[src/hw/rtl/pbpu_pkg.sv]
// Shared types and constants for the packed bitmap pixel unpacker.
// Used by every module of the block; depends on nothing else.
package pbpu_pkg;

  // Default largest row length and frame height in pixels.
  localparam int unsigned MaxDimensionDef = 4096;

  // Width of the configuration write data that carries line_width and line_count.
  localparam int unsigned CfgW = 13;

  // Width of the configuration register index.
  localparam int unsigned CfgAddrW = 2;

  // Depth of the queue between the front and the back.
  localparam int unsigned QueueDepth = 2;
  localparam int unsigned QueuePtrW  = (QueueDepth > 1) ? $clog2(QueueDepth) : 1;
  localparam int unsigned QueueCntW  = $clog2(QueueDepth + 1);

  // Configuration register indexes.
  typedef enum logic [CfgAddrW-1:0] {
    CFG_LINE_WIDTH = 2'd0,
    CFG_LINE_COUNT = 2'd1,
    CFG_PIXEL_MODE = 2'd2
  } pbpu_cfg_e;

  // Pixel packing of one byte.
  typedef enum logic {
    MODE_MONO = 1'b0,
    MODE_QUAD = 1'b1
  } pbpu_mode_e;

  // One classified byte waiting for the back.
  typedef struct packed {
    pbpu_mode_e mode;
    logic [7:0] data;
  } pbpu_entry_t;

  // Write side of the queue.
  typedef struct packed {
    logic        push;
    pbpu_entry_t entry;
  } pbpu_push_t;

  // Read side of the queue as seen by the back.
  typedef struct packed {
    logic        valid;
    pbpu_entry_t entry;
  } pbpu_head_t;

endpackage

[src/hw/rtl/packed_bitmap_pixel_unpacker.sv]
// Packed bitmap pixel unpacker, top level.
// Bytes of packed image data enter on the slave stream; one pixel index per
// beat leaves on the master stream. In mono mode a byte gives up to eight
// pixels, most significant bit first; in 16-color mode the high nibble and
// then the low nibble. A row ends on a byte boundary, and leftover bits of
// that byte are dropped. Size and mode are set on the configuration channel
// (index 0 line_width, 1 line_count, 2 pixel_mode). The user must write them
// only while the block is idle; the block itself does not enforce this.
// A byte is held in the queue, and each of its pixels then passes through
// the single pixel-output register of the back part, one pixel per cycle
// while the receiver keeps up; a byte yields 1 to 8 pixels. A two-entry
// queue lets bytes be taken while the back part is busy with earlier ones.
// If the receiver stalls, the output register holds its beat, the back part
// stops, and once the queue fills s_axis_tready drops. Reset empties the
// queue and output, zeroes row and column, and sets width 1, height 1, mono.
// Depends on pbpu_pkg, pbpu_front, pbpu_queue and pbpu_back.
module packed_bitmap_pixel_unpacker #(
  parameter int unsigned MAX_DIMENSION = pbpu_pkg::MaxDimensionDef
) (
  input  logic                          clk_i,
  input  logic                          rst_ni,
  input  logic                          s_axis_tvalid,
  output logic                          s_axis_tready,
  input  logic [7:0]                    s_axis_tdata,  // [7:0] packed_byte
  output logic                          m_axis_tvalid,
  input  logic                          m_axis_tready,
  output logic [7:0]                    m_axis_tdata,  // [3:0] pixel_value, [7:4] zero
  output logic [1:0]                    m_axis_tuser,  // [0] byte_done, [1] row_end
  output logic                          m_axis_tlast,  // frame_end
  input  logic                          cfg_valid_i,
  output logic                          cfg_ready_o,
  input  logic [pbpu_pkg::CfgAddrW-1:0] cfg_addr_i,
  input  logic [pbpu_pkg::CfgW-1:0]     cfg_data_i
);
  import pbpu_pkg::*;

  localparam int unsigned PosW  = $clog2(MAX_DIMENSION);
  localparam int unsigned DimW  = (PosW + 1 > CfgW) ? PosW + 1 : CfgW;

  pbpu_push_t      push;
  pbpu_head_t      head;
  logic            queue_full;
  logic            pop;
  logic [DimW-1:0] width;
  logic [DimW-1:0] height;
  logic [3:0]      pixel_value;

  pbpu_front #(
    .MAX_DIMENSION (MAX_DIMENSION),
    .DIM_W         (DimW)
  ) u_front (
    .clk_i        (clk_i),
    .rst_ni       (rst_ni),
    .in_valid_i   (s_axis_tvalid),
    .in_ready_o   (s_axis_tready),
    .in_data_i    (s_axis_tdata),
    .cfg_valid_i  (cfg_valid_i),
    .cfg_ready_o  (cfg_ready_o),
    .cfg_addr_i   (cfg_addr_i),
    .cfg_data_i   (cfg_data_i),
    .queue_full_i (queue_full),
    .push_o       (push),
    .width_o      (width),
    .height_o     (height)
  );

  pbpu_queue u_queue (
    .clk_i  (clk_i),
    .rst_ni (rst_ni),
    .push_i (push),
    .full_o (queue_full),
    .pop_i  (pop),
    .head_o (head)
  );

  pbpu_back #(
    .MAX_DIMENSION (MAX_DIMENSION),
    .DIM_W         (DimW)
  ) u_back (
    .clk_i         (clk_i),
    .rst_ni        (rst_ni),
    .head_i        (head),
    .pop_o         (pop),
    .width_i       (width),
    .height_i      (height),
    .out_valid_o   (m_axis_tvalid),
    .out_ready_i   (m_axis_tready),
    .pixel_value_o (pixel_value),
    .byte_done_o   (m_axis_tuser[0]),
    .row_end_o     (m_axis_tuser[1]),
    .frame_end_o   (m_axis_tlast)
  );

  assign m_axis_tdata = {4'b0000, pixel_value};

endmodule

[src/hw/rtl/pbpu_front.sv]
// Front part: configuration registers and acceptance of packed bytes.
// Depends on pbpu_pkg; feeds pbpu_queue and hands the image size to pbpu_back.
module pbpu_front #(
  parameter int unsigned MAX_DIMENSION = pbpu_pkg::MaxDimensionDef,
  parameter int unsigned DIM_W = 13
) (
  input  logic                          clk_i,
  input  logic                          rst_ni,
  // Input byte channel
  input  logic                          in_valid_i,
  output logic                          in_ready_o,
  input  logic [7:0]                    in_data_i,
  // Configuration write channel
  input  logic                          cfg_valid_i,
  output logic                          cfg_ready_o,
  input  logic [pbpu_pkg::CfgAddrW-1:0] cfg_addr_i,
  input  logic [pbpu_pkg::CfgW-1:0]     cfg_data_i,
  // Queue write side
  input  logic                          queue_full_i,
  output pbpu_pkg::pbpu_push_t          push_o,
  // Clamped image size
  output logic [DIM_W-1:0]              width_o,
  output logic [DIM_W-1:0]              height_o
);
  import pbpu_pkg::*;

  localparam logic [DIM_W-1:0] MaxDim = DIM_W'(MAX_DIMENSION);

  logic [DIM_W-1:0] width_q, width_d;
  logic [DIM_W-1:0] height_q, height_d;
  pbpu_mode_e       mode_q, mode_d;
  logic [DIM_W-1:0] cfg_ext;
  logic [DIM_W-1:0] cfg_clamped;

  // A size of zero counts as one; sizes beyond the maximum saturate.
  assign cfg_ext = DIM_W'(cfg_data_i);
  always_comb begin
    priority if (cfg_ext == '0) begin
      cfg_clamped = DIM_W'(1);
    end else if (cfg_ext > MaxDim) begin
      cfg_clamped = MaxDim;
    end else begin
      cfg_clamped = cfg_ext;
    end
  end

  // Register writes; indexes beyond the list are ignored.
  assign cfg_ready_o = 1'b1;
  always_comb begin
    width_d  = width_q;
    height_d = height_q;
    mode_d   = mode_q;
    if (cfg_valid_i) begin
      case (cfg_addr_i)
        CFG_LINE_WIDTH: width_d  = cfg_clamped;
        CFG_LINE_COUNT: height_d = cfg_clamped;
        CFG_PIXEL_MODE: mode_d   = pbpu_mode_e'(cfg_data_i[0]);
        default: ;
      endcase
    end
  end

  always_ff @(posedge clk_i or negedge rst_ni) begin
    if (!rst_ni) begin
      width_q  <= DIM_W'(1);
      height_q <= DIM_W'(1);
      mode_q   <= MODE_MONO;
    end else begin
      width_q  <= width_d;
      height_q <= height_d;
      mode_q   <= mode_d;
    end
  end

  // Each accepted byte is tagged with its packing and queued.
  assign in_ready_o         = !queue_full_i;
  assign push_o.push        = in_valid_i && !queue_full_i;
  assign push_o.entry.mode  = mode_q;
  assign push_o.entry.data  = in_data_i;

  assign width_o  = width_q;
  assign height_o = height_q;

endmodule

[src/hw/rtl/pbpu_queue.sv]
// Short queue of classified bytes between the front and the back.
// Depends on pbpu_pkg for the entry type and the depth.
module pbpu_queue (
  input  logic                 clk_i,
  input  logic                 rst_ni,
  input  pbpu_pkg::pbpu_push_t push_i,
  output logic                 full_o,
  input  logic                 pop_i,
  output pbpu_pkg::pbpu_head_t head_o
);
  import pbpu_pkg::*;

  localparam logic [QueuePtrW-1:0] LastPtr = QueuePtrW'(QueueDepth - 1);
  localparam logic [QueueCntW-1:0] FullCnt = QueueCntW'(QueueDepth);

  pbpu_entry_t          mem_q [QueueDepth];
  logic [QueuePtrW-1:0] wr_ptr_q, wr_ptr_d;
  logic [QueuePtrW-1:0] rd_ptr_q, rd_ptr_d;
  logic [QueueCntW-1:0] count_q, count_d;
  logic                 do_push;
  logic                 do_pop;

  assign full_o  = (count_q == FullCnt);
  assign do_push = push_i.push && !full_o;
  assign do_pop  = pop_i && (count_q != '0);

  // Pointer and fill bookkeeping.
  always_comb begin
    wr_ptr_d = wr_ptr_q;
    rd_ptr_d = rd_ptr_q;
    count_d  = count_q;
    if (do_push) begin
      wr_ptr_d = (wr_ptr_q == LastPtr) ? '0 : wr_ptr_q + QueuePtrW'(1);
    end
    if (do_pop) begin
      rd_ptr_d = (rd_ptr_q == LastPtr) ? '0 : rd_ptr_q + QueuePtrW'(1);
    end
    unique case ({do_push, do_pop})
      2'b10:   count_d = count_q + QueueCntW'(1);
      2'b01:   count_d = count_q - QueueCntW'(1);
      default: count_d = count_q;
    endcase
  end

  always_ff @(posedge clk_i or negedge rst_ni) begin
    if (!rst_ni) begin
      wr_ptr_q <= '0;
      rd_ptr_q <= '0;
      count_q  <= '0;
    end else begin
      wr_ptr_q <= wr_ptr_d;
      rd_ptr_q <= rd_ptr_d;
      count_q  <= count_d;
    end
  end

  // Entry storage needs no reset.
  always_ff @(posedge clk_i) begin
    if (do_push) begin
      mem_q[wr_ptr_q] <= push_i.entry;
    end
  end

  assign head_o.valid = (count_q != '0);
  assign head_o.entry = mem_q[rd_ptr_q];

endmodule

[src/hw/rtl/pbpu_back.sv]
// Back part: walks the head byte one pixel per cycle while the output register
// is free, tracks row and column, and holds the result there. Depends on pbpu_pkg.
module pbpu_back #(
  parameter int unsigned MAX_DIMENSION = pbpu_pkg::MaxDimensionDef,
  parameter int unsigned DIM_W = 13
) (
  input  logic                 clk_i,
  input  logic                 rst_ni,
  input  pbpu_pkg::pbpu_head_t head_i,
  output logic                 pop_o,
  input  logic [DIM_W-1:0]     width_i,
  input  logic [DIM_W-1:0]     height_i,
  output logic                 out_valid_o,
  input  logic                 out_ready_i,
  output logic [3:0]           pixel_value_o,
  output logic                 byte_done_o,
  output logic                 row_end_o,
  output logic                 frame_end_o
);
  import pbpu_pkg::*;

  localparam int unsigned PosW = $clog2(MAX_DIMENSION);

  logic [PosW-1:0]  col_q, col_d;
  logic [PosW-1:0]  row_q, row_d;
  logic [2:0]       idx_q, idx_d;
  logic             out_valid_q, out_valid_d;
  logic [3:0]       pix_q;
  logic             done_q, rend_q, fend_q;

  logic             emit;
  logic [3:0]       pix;
  logic             byte_last;
  logic             rend;
  logic             fend;
  logic             done;
  logic [DIM_W-1:0] col_next;
  logic [DIM_W-1:0] row_next;

  // A pixel moves out when a byte waits and the output register is free.
  assign emit = head_i.valid && (!out_valid_q || out_ready_i);

  // Pick the pixel at the current place in the byte.
  always_comb begin
    unique case (head_i.entry.mode)
      MODE_MONO: begin
        pix       = {3'b000, head_i.entry.data[3'd7 - idx_q]};
        byte_last = (idx_q == 3'd7);
      end
      MODE_QUAD: begin
        pix       = idx_q[0] ? head_i.entry.data[3:0] : head_i.entry.data[7:4];
        byte_last = idx_q[0];
      end
      default: begin
        pix       = '0;
        byte_last = 1'b1;
      end
    endcase
  end

  // Row and frame ends; a position already past a new size ends at once.
  assign col_next = DIM_W'(col_q) + DIM_W'(1);
  assign row_next = DIM_W'(row_q) + DIM_W'(1);
  assign rend     = (col_next >= width_i);
  assign fend     = rend && (row_next >= height_i);
  assign done     = byte_last || rend;
  assign pop_o    = emit && done;

  // Position and in-byte index updates.
  always_comb begin
    col_d = col_q;
    row_d = row_q;
    idx_d = idx_q;
    if (emit) begin
      idx_d = done ? 3'd0 : idx_q + 3'd1;
      if (rend) begin
        col_d = '0;
        row_d = fend ? '0 : row_next[PosW-1:0];
      end else begin
        col_d = col_next[PosW-1:0];
      end
    end
  end

  // The output register holds until the receiver takes it.
  always_comb begin
    out_valid_d = out_valid_q;
    if (emit) begin
      out_valid_d = 1'b1;
    end else if (out_ready_i) begin
      out_valid_d = 1'b0;
    end
  end

  always_ff @(posedge clk_i or negedge rst_ni) begin
    if (!rst_ni) begin
      col_q       <= '0;
      row_q       <= '0;
      idx_q       <= '0;
      out_valid_q <= 1'b0;
    end else begin
      col_q       <= col_d;
      row_q       <= row_d;
      idx_q       <= idx_d;
      out_valid_q <= out_valid_d;
    end
  end

  // Result payload, loaded on each emitted pixel.
  always_ff @(posedge clk_i) begin
    if (emit) begin
      pix_q  <= pix;
      done_q <= done;
      rend_q <= rend;
      fend_q <= fend;
    end
  end

  assign out_valid_o   = out_valid_q;
  assign pixel_value_o = pix_q;
  assign byte_done_o   = done_q;
  assign row_end_o     = rend_q;
  assign frame_end_o   = fend_q;

endmodule
[config.mk]
export PLATFORM = sky130hd
export DESIGN_NAME = packed_bitmap_pixel_unpacker
export DESIGN_NICKNAME = d
export VERILOG_FILES = /design/src/hw/rtl/pbpu_pkg.sv /design/src/hw/rtl/packed_bitmap_pixel_unpacker.sv /design/src/hw/rtl/pbpu_front.sv /design/src/hw/rtl/pbpu_queue.sv /design/src/hw/rtl/pbpu_back.sv
export SDC_FILE = /design/constraint.sdc
export NUM_CORES = 1
export LEC_CHECK = 0
export ABC_AREA = 1
export BUFFER_PORTS_ARGS = -buffer_cell sky130_fd_sc_hd__buf_4
export CORE_ASPECT_RATIO = 1.5
export CORE_MARGIN = 2
export CORE_UTILIZATION = 52
export CTS_CLUSTER_SIZE = 30
export DETAILED_ROUTE_END_ITERATION = 7
export PLACE_DENSITY = 0.72
export SETUP_SLACK_MARGIN = 0.5
export SKIP_LAST_GASP = 1
export SLEW_MARGIN = 10
export SYNTH_ARGS = -nofsm -noshare
export SYNTH_HDL_FRONTEND = slang
export SYNTH_SLANG_ARGS = --single-unit
[constraint.sdc]
create_clock -name clk_i -period 9.4 [get_ports clk_i]
set_clock_uncertainty 0.15 [all_clocks]
set_input_delay 0.94 -clock clk_i [delete_from_list [all_inputs] [get_ports clk_i]]
set_output_delay 0.94 -clock clk_i [all_outputs]
set_load 0.1 [all_outputs]
# After elaboration in Yosys (flattened, before gate mapping)
# Memory sizes are Yosys's and may differ from the RTL's.
# Index checks and enable logic that the tools add are counted.
[classes] muxes=17 order_cmp=4 n_addsub=8 n_eq_ne=6 bitwise_logic=1 n_reduce_logical=19
[ops] cell="adder 12 x 1 -> 13 bit, second input constant" count=2
[ops] cell="greater-or-equal comparator 13 bit" count=2
[ops] cell="2-to-1 mux 13 bit" count=2
[ops] cell="2-to-1 mux 12 bit" count=2
[ops] cell="greater-than comparator 13 bit, second input constant" count=1
[ops] cell="logical NOT 13 bit" count=1
[ops] cell="case mux 4 bit (2 select lines)" count=1
[ops] cell="AND reduction 2 bit" count=4
[ops] cell="2-to-1 mux 1 bit" count=7
[ops] cell="equality test 2 bit, second input constant" count=3
[ops] cell="logical AND 1 bit" count=6
[ops] cell="nonzero test 2 bit" count=3
[ops] cell="equality test 2 x 1 -> 1 bit, second input constant" count=2
[ops] cell="less-than comparator 3 x 4 -> 1 bit, second input constant" count=1
[ops] cell="2-to-1 mux 4 bit" count=1
[ops] cell="case mux 2 bit (2 select lines)" count=1
[ops] cell="adder 3 x 1 -> 3 bit, second input constant" count=1
[ops] cell="binary-select mux 1 bit (select 3 bit)" count=1
[ops] cell="equality test 3 bit, second input constant" count=1
[ops] cell="2-to-1 mux 3 bit" count=1
[ops] cell="subtractor 3 bit, first input constant" count=1
[ops] cell="adder 1 bit, second input constant" count=2
[ops] cell="adder 2 x 1 -> 2 bit, second input constant" count=1
[ops] cell="logical NOT 1 bit" count=2
[ops] cell="5 further kinds" count=6
[word_totals] memories=1 ramBits=18 in_bits=28 elab_cells=70 regBits=66 output_inout_bits=14
[mem_list] name="u_queue.mem_q" words=2 word_bits=9 read_ports=1 rd_clocked_by_memory_dff=0 wr=1 line="pbpu_queue.sv:16" text="pbpu_entry_t mem_q [QueueDepth];"

# Depth between registers and ports, before layout
# An unclocked memory read counts as a cell.
[depth] ltp_word=8 depth_mapped=21 mapped_depth_nobuf=21

# Hierarchy
# A second synthesis with hierarchy kept.
[unflattened] cells_unflattened=611 area_unflattened_um2=4924.7
[by_module_without_submodules] module="pbpu_back" area_each_um2=2741.4 cells_each=377 n_inst=1
[by_module_without_submodules] module="pbpu_front" area_each_um2=1258.7 cells_each=151 n_inst=1
[by_module_without_submodules] module="pbpu_queue" area_each_um2=890.9 cells_each=78 n_inst=1
[by_module_without_submodules] module="packed_bitmap_pixel_unpacker" area_each_um2=33.8 cells_each=5 n_inst=1

# Least setup slack after synthesis
# Ideal clock, no wire load.
[synth_timing] path_type="reg2reg" from="register u_back.col_q[0]" to="register u_queue.count_q[1]" slack_ps=6345 n_path_buf=0 t_required_ps=9126 setup_ps=124 t_arrival_ps=2780 stages_incl_launch_ff=18 path_cell_list="dfrtp_1 ha_1 nand2_1 nor2_1 nand2_1 nor2_1 nand2_1 xor2_1 ha_1 a21o_1 o21ai_4 nand4_4 nand2_1 inv_1 ha_1 a21oi_1 o21ai_0 xnor2_1"
[synth_via] elab_chain_cells=7 elab_cells_between_ends=9 classes_between="1 x add/sub; 1 x order compare; 2 x eq/ne; 1 x mux; 4 x reduce/logical"
[synth_rtl] element="from (decl)" line="pbpu_back.sv:24" text="logic [PosW-1:0] col_q, col_d;"
[synth_rtl] element="from (signal assigned)" line="pbpu_back.sv:102" text="col_q <= col_d;"
[synth_rtl] element="adder 12 x 1 -> 13 bit *" line="pbpu_back.sv:62" text="assign col_next = DIM_W'(col_q) + DIM_W'(1);"
[synth_rtl] element="greater-or-equal comparator 13 bit *" line="pbpu_back.sv:64" text="assign rend = (col_next >= width_i);"
[synth_rtl] element="logical OR 1 bit *" line="pbpu_back.sv:66" text="assign done = byte_last || rend;"
[synth_rtl] element="via u_back.done" line="pbpu_back.sv:36" text="logic done;"
[synth_rtl] element="logical AND 1 bit *" line="pbpu_back.sv:67" text="assign pop_o = emit && done;"
[synth_rtl] element="logical AND 1 bit *" line="pbpu_queue.sv:25" text="assign do_pop = pop_i && (count_q != '0);"
[synth_rtl] element="via u_queue.do_pop" line="pbpu_queue.sv:21" text="logic do_pop;"
[synth_rtl] element="equality test 2 x 1 -> 1 bit / equality test 2 bit (equally long branches)" line="pbpu_queue.sv:38" text="unique case ({do_push, do_pop})"
[synth_rtl] element="case mux 2 bit (2 select lines) / nonzero test 2 bit (equally long branches)"
[synth_rtl] element="to (signal assigned)" line="pbpu_queue.sv:53" text="count_q <= count_d;"
[synth_rtl] element="to (decl)" line="pbpu_queue.sv:19" text="logic [QueueCntW-1:0] count_q, count_d;"
# Mark *: on every way through the listed nets, which the timed path passes. The rest lies on a longest branch.
# A chain may end at the register's enable or synchronous reset.

# Worst setup path in the final report
# Same ends and word-level chain as after synthesis.

==> metrics.txt <==
DIE AREA=9955 um^2; final hold vios=0; Post-Route Setup TNS=0 ns; total grt overflow=0; CP Launch Type=flop; core area=8881 um^2; Req. time, crit path=9.48 ns; synthesis-stage register bit count=84; antenna viol nets, final=0; synthesis-to-layout area growth=12.35%; ant diodes=0; starting density of the core=53.62%; DRC violations left=0; Cells after DPL=roughly 700; CTS Buf Count=9; fin crit period=approximately 3.4 ns; htree depth=3; share of layout cells above drive strength 1=12.36%; Area after DPL=around 5100 um^2; Synth cell types=38; Final setup viols=0; postcts setup bufs=0; vias in the first global route=approximately 3,700; CTS tree=done; DRT iter0 DRCs=249; post-synth top area cell=dfrtp_1; Synth warnings=0; clock root buffer=clkbuf_16; CTS Hold Bufs=0; pwr dens=283.3 nW/um^2; status=complete, no violations; via count=about 3,800; Rows=42; Slew @ Worst Pin=slightly below 1 ns; max-slew violation count=0; GP Congestion=roughly 0.9; Filler cells=approximately 800; Hold Slack=0.3255 ns; Die Wd=82.14 um; first-pass GRT wire length=16,950 um; sequential fraction of the synthesis area=46.82%; CP Max Fanout=6; period utilization=36.01%; slew margin rel.=33.68%; Max Fclk=0.2954 GHz; I/O pins=42; worst slack, placed=between 6 and 7 ns; mapped cell area=4762 um^2; RSZ-0062 raised after global routing=false; largest net degree at the start of global routing=60; post-DR vias/cell=about 5.3; Clock transition at path regs=0.06 ns; PortBufs=36; largest cells by area after synthesis=dfrtp_1 30%, edfxtp_1 16%, nand2_1 12%; Worst VDD drop=0.0002340 V; Syn Inst Count=569; routed wire length=a little under 10,000 um; Setup crit end kind=flop; Clock Sinks=84; GRT Total Usage=22.36%; HPWL Detailed=7477 um; Pleak=about 2.7 nW; nets@finish=roughly 660; initial antenna violation count=0; final instance area=5350 um^2; final worst setup slack=6.015 ns; WP data arrival=roughly 3.5 ns; worst skew pair latency=0.34 ns; # resized after CTS=0; clock buffer depth=2; PnR Total Power=between 1.5 and 2 mW; height of the die=121.2 um; post-layout util=60.24%; Synth top area share=29.95%; Mapped Avg Cell Area=8.369 um^2; WL per Instance=13.66 um; worst hold path class=flop to flop; Detailed Routing Iterations Pass 1=4; Final Non-Filler Cells=between 700 and 800; crit path kind=flop to flop; Max-Cap Viols=0
layout make-up:
cell class                 instances  area [um^2]  share of cell area, %
sequential                        84         2230                  41.67
multi-input combinational        371         2049                  38.31
inverter                          97        364.1                  6.805
timing repair buffer              39        292.8                  5.472
clock buffer                       9        225.2                  4.210
tap                              110        137.6                  2.572
clock inverter                     7        51.30                 0.9588
cell usage in the layout (no fill, tap or decap), drive strengths merged, types with 17 or more instances in the layout:
| cell type | Yosys | final |
|---|---|---|
| buf | 13 | 39 |
| dfrtp | 57 | 57 |
| edfxtp | 25 | 25 |
| ha | 31 | 31 |
| inv | 97 | 99 |
| nand2 | 161 | 161 |
| nand3 | 22 | 22 |
| nand4 | 17 | 17 |
| nor2 | 39 | 39 |
| o21ai | 41 | 41 |
power breakdown:
part / switching, mW / leakage, nW / internal, mW
Combinational: 0.460 / 1.55 / 0.188
Sequential: 0.0610 / 1.00 / 0.480
Clock: 0.147 / 0.134 / 0.180
Total: 0.668 / 2.69 / 0.848
final timing paths:
path,slack [ns],start,cells past startpoint,to
hold reg to reg,0.33,u_front.height_o[0],2,u_front.height_o[0]
max in group asynchronous,8.11,rst_ni,1,u_back.row_q[11]
hold / removal,0.33,u_front.height_o[0],2,u_front.height_o[0]
setup reg to reg,6.02,u_back.col_q[0],17,u_queue.count_q[1]
min in group asynchronous,0.51,rst_ni,1,u_front.mode_q
setup / recovery,6.02,u_back.col_q[0],17,u_queue.count_q[1]
critical path, stage by stage (launching register included):
cell and delay [ns]:
dfrtp_1 0.40, ha_1 0.20, nand2_1 0.09, nor2_1 0.11, nand2_1 0.09, nor2_1 0.22
nand2_1 0.10, xor2_1 0.19, ha_1 0.27, a21o_1 0.21, o21ai_4 0.23, nand4_4 0.17
nand2_1 0.11, inv_1 0.05, ha_1 0.31, a21oi_1 0.11, o21ai_0 0.12, xnor2_1 0.14
cell usage after synthesis, drive strengths merged:
cell and instances:
nor3 7, dfrtp 57, nand4 17, nor2 39
a31oi 1, ha 31, buf 13, a21oi 14
edfxtp 25, dfstp 2, xor2 13, o22ai 9
nand2 161, and2 1, inv 97, conb 2
nor4 2, and3 1, xnor2 4, nand3 22
clkbuf 7, o211ai 2, o21ai 41, a21o 1
flip-flops by register name (all words and copies together), names as in the netlist:
signal and flops:
u_queue.wr_ptr_q 1, u_back.pixel_value_o 4, u_front.mode_q 1, u_back.row_q 12, u_queue.mem_q 18, u_queue.count_q 2, u_back.byte_done_o 1, u_front.height_o 13
u_back.row_end_o 1, u_front.width_o 13, u_queue.rd_ptr_q 1, u_back.idx_q 3, u_back.frame_end_o 1, u_back.col_q 12, u_back.out_valid_o 1
metal layers:
metal / vias up / GRT usage, % / wire length, um
met5: - / 0 / 0
met4: 0 / 9.583 / 303
met3: 24 / 5.580 / 375
met2: 74 / 37.91 / 5225
met1: 1787 / 26.34 / 3893
li1: 1882 / - / -
cell families (layout without fill, tap and decap cells):
logic type               Yosys count  after routing  synth area share [%]
AO/OA/AOI/OAI                     68             68                 7.935
XOR/XNOR                          17             17                 3.284
adder cells (fa/ha/maj)           31             31                 8.145
buffers and inverters            117            152                 10.38
flip-flops                        84             84                 46.82
other                              2              5                0.1577
AND/OR/NAND/NOR                  250            250                 23.28
No activity file was read; power rests on OpenSTA's default activity.
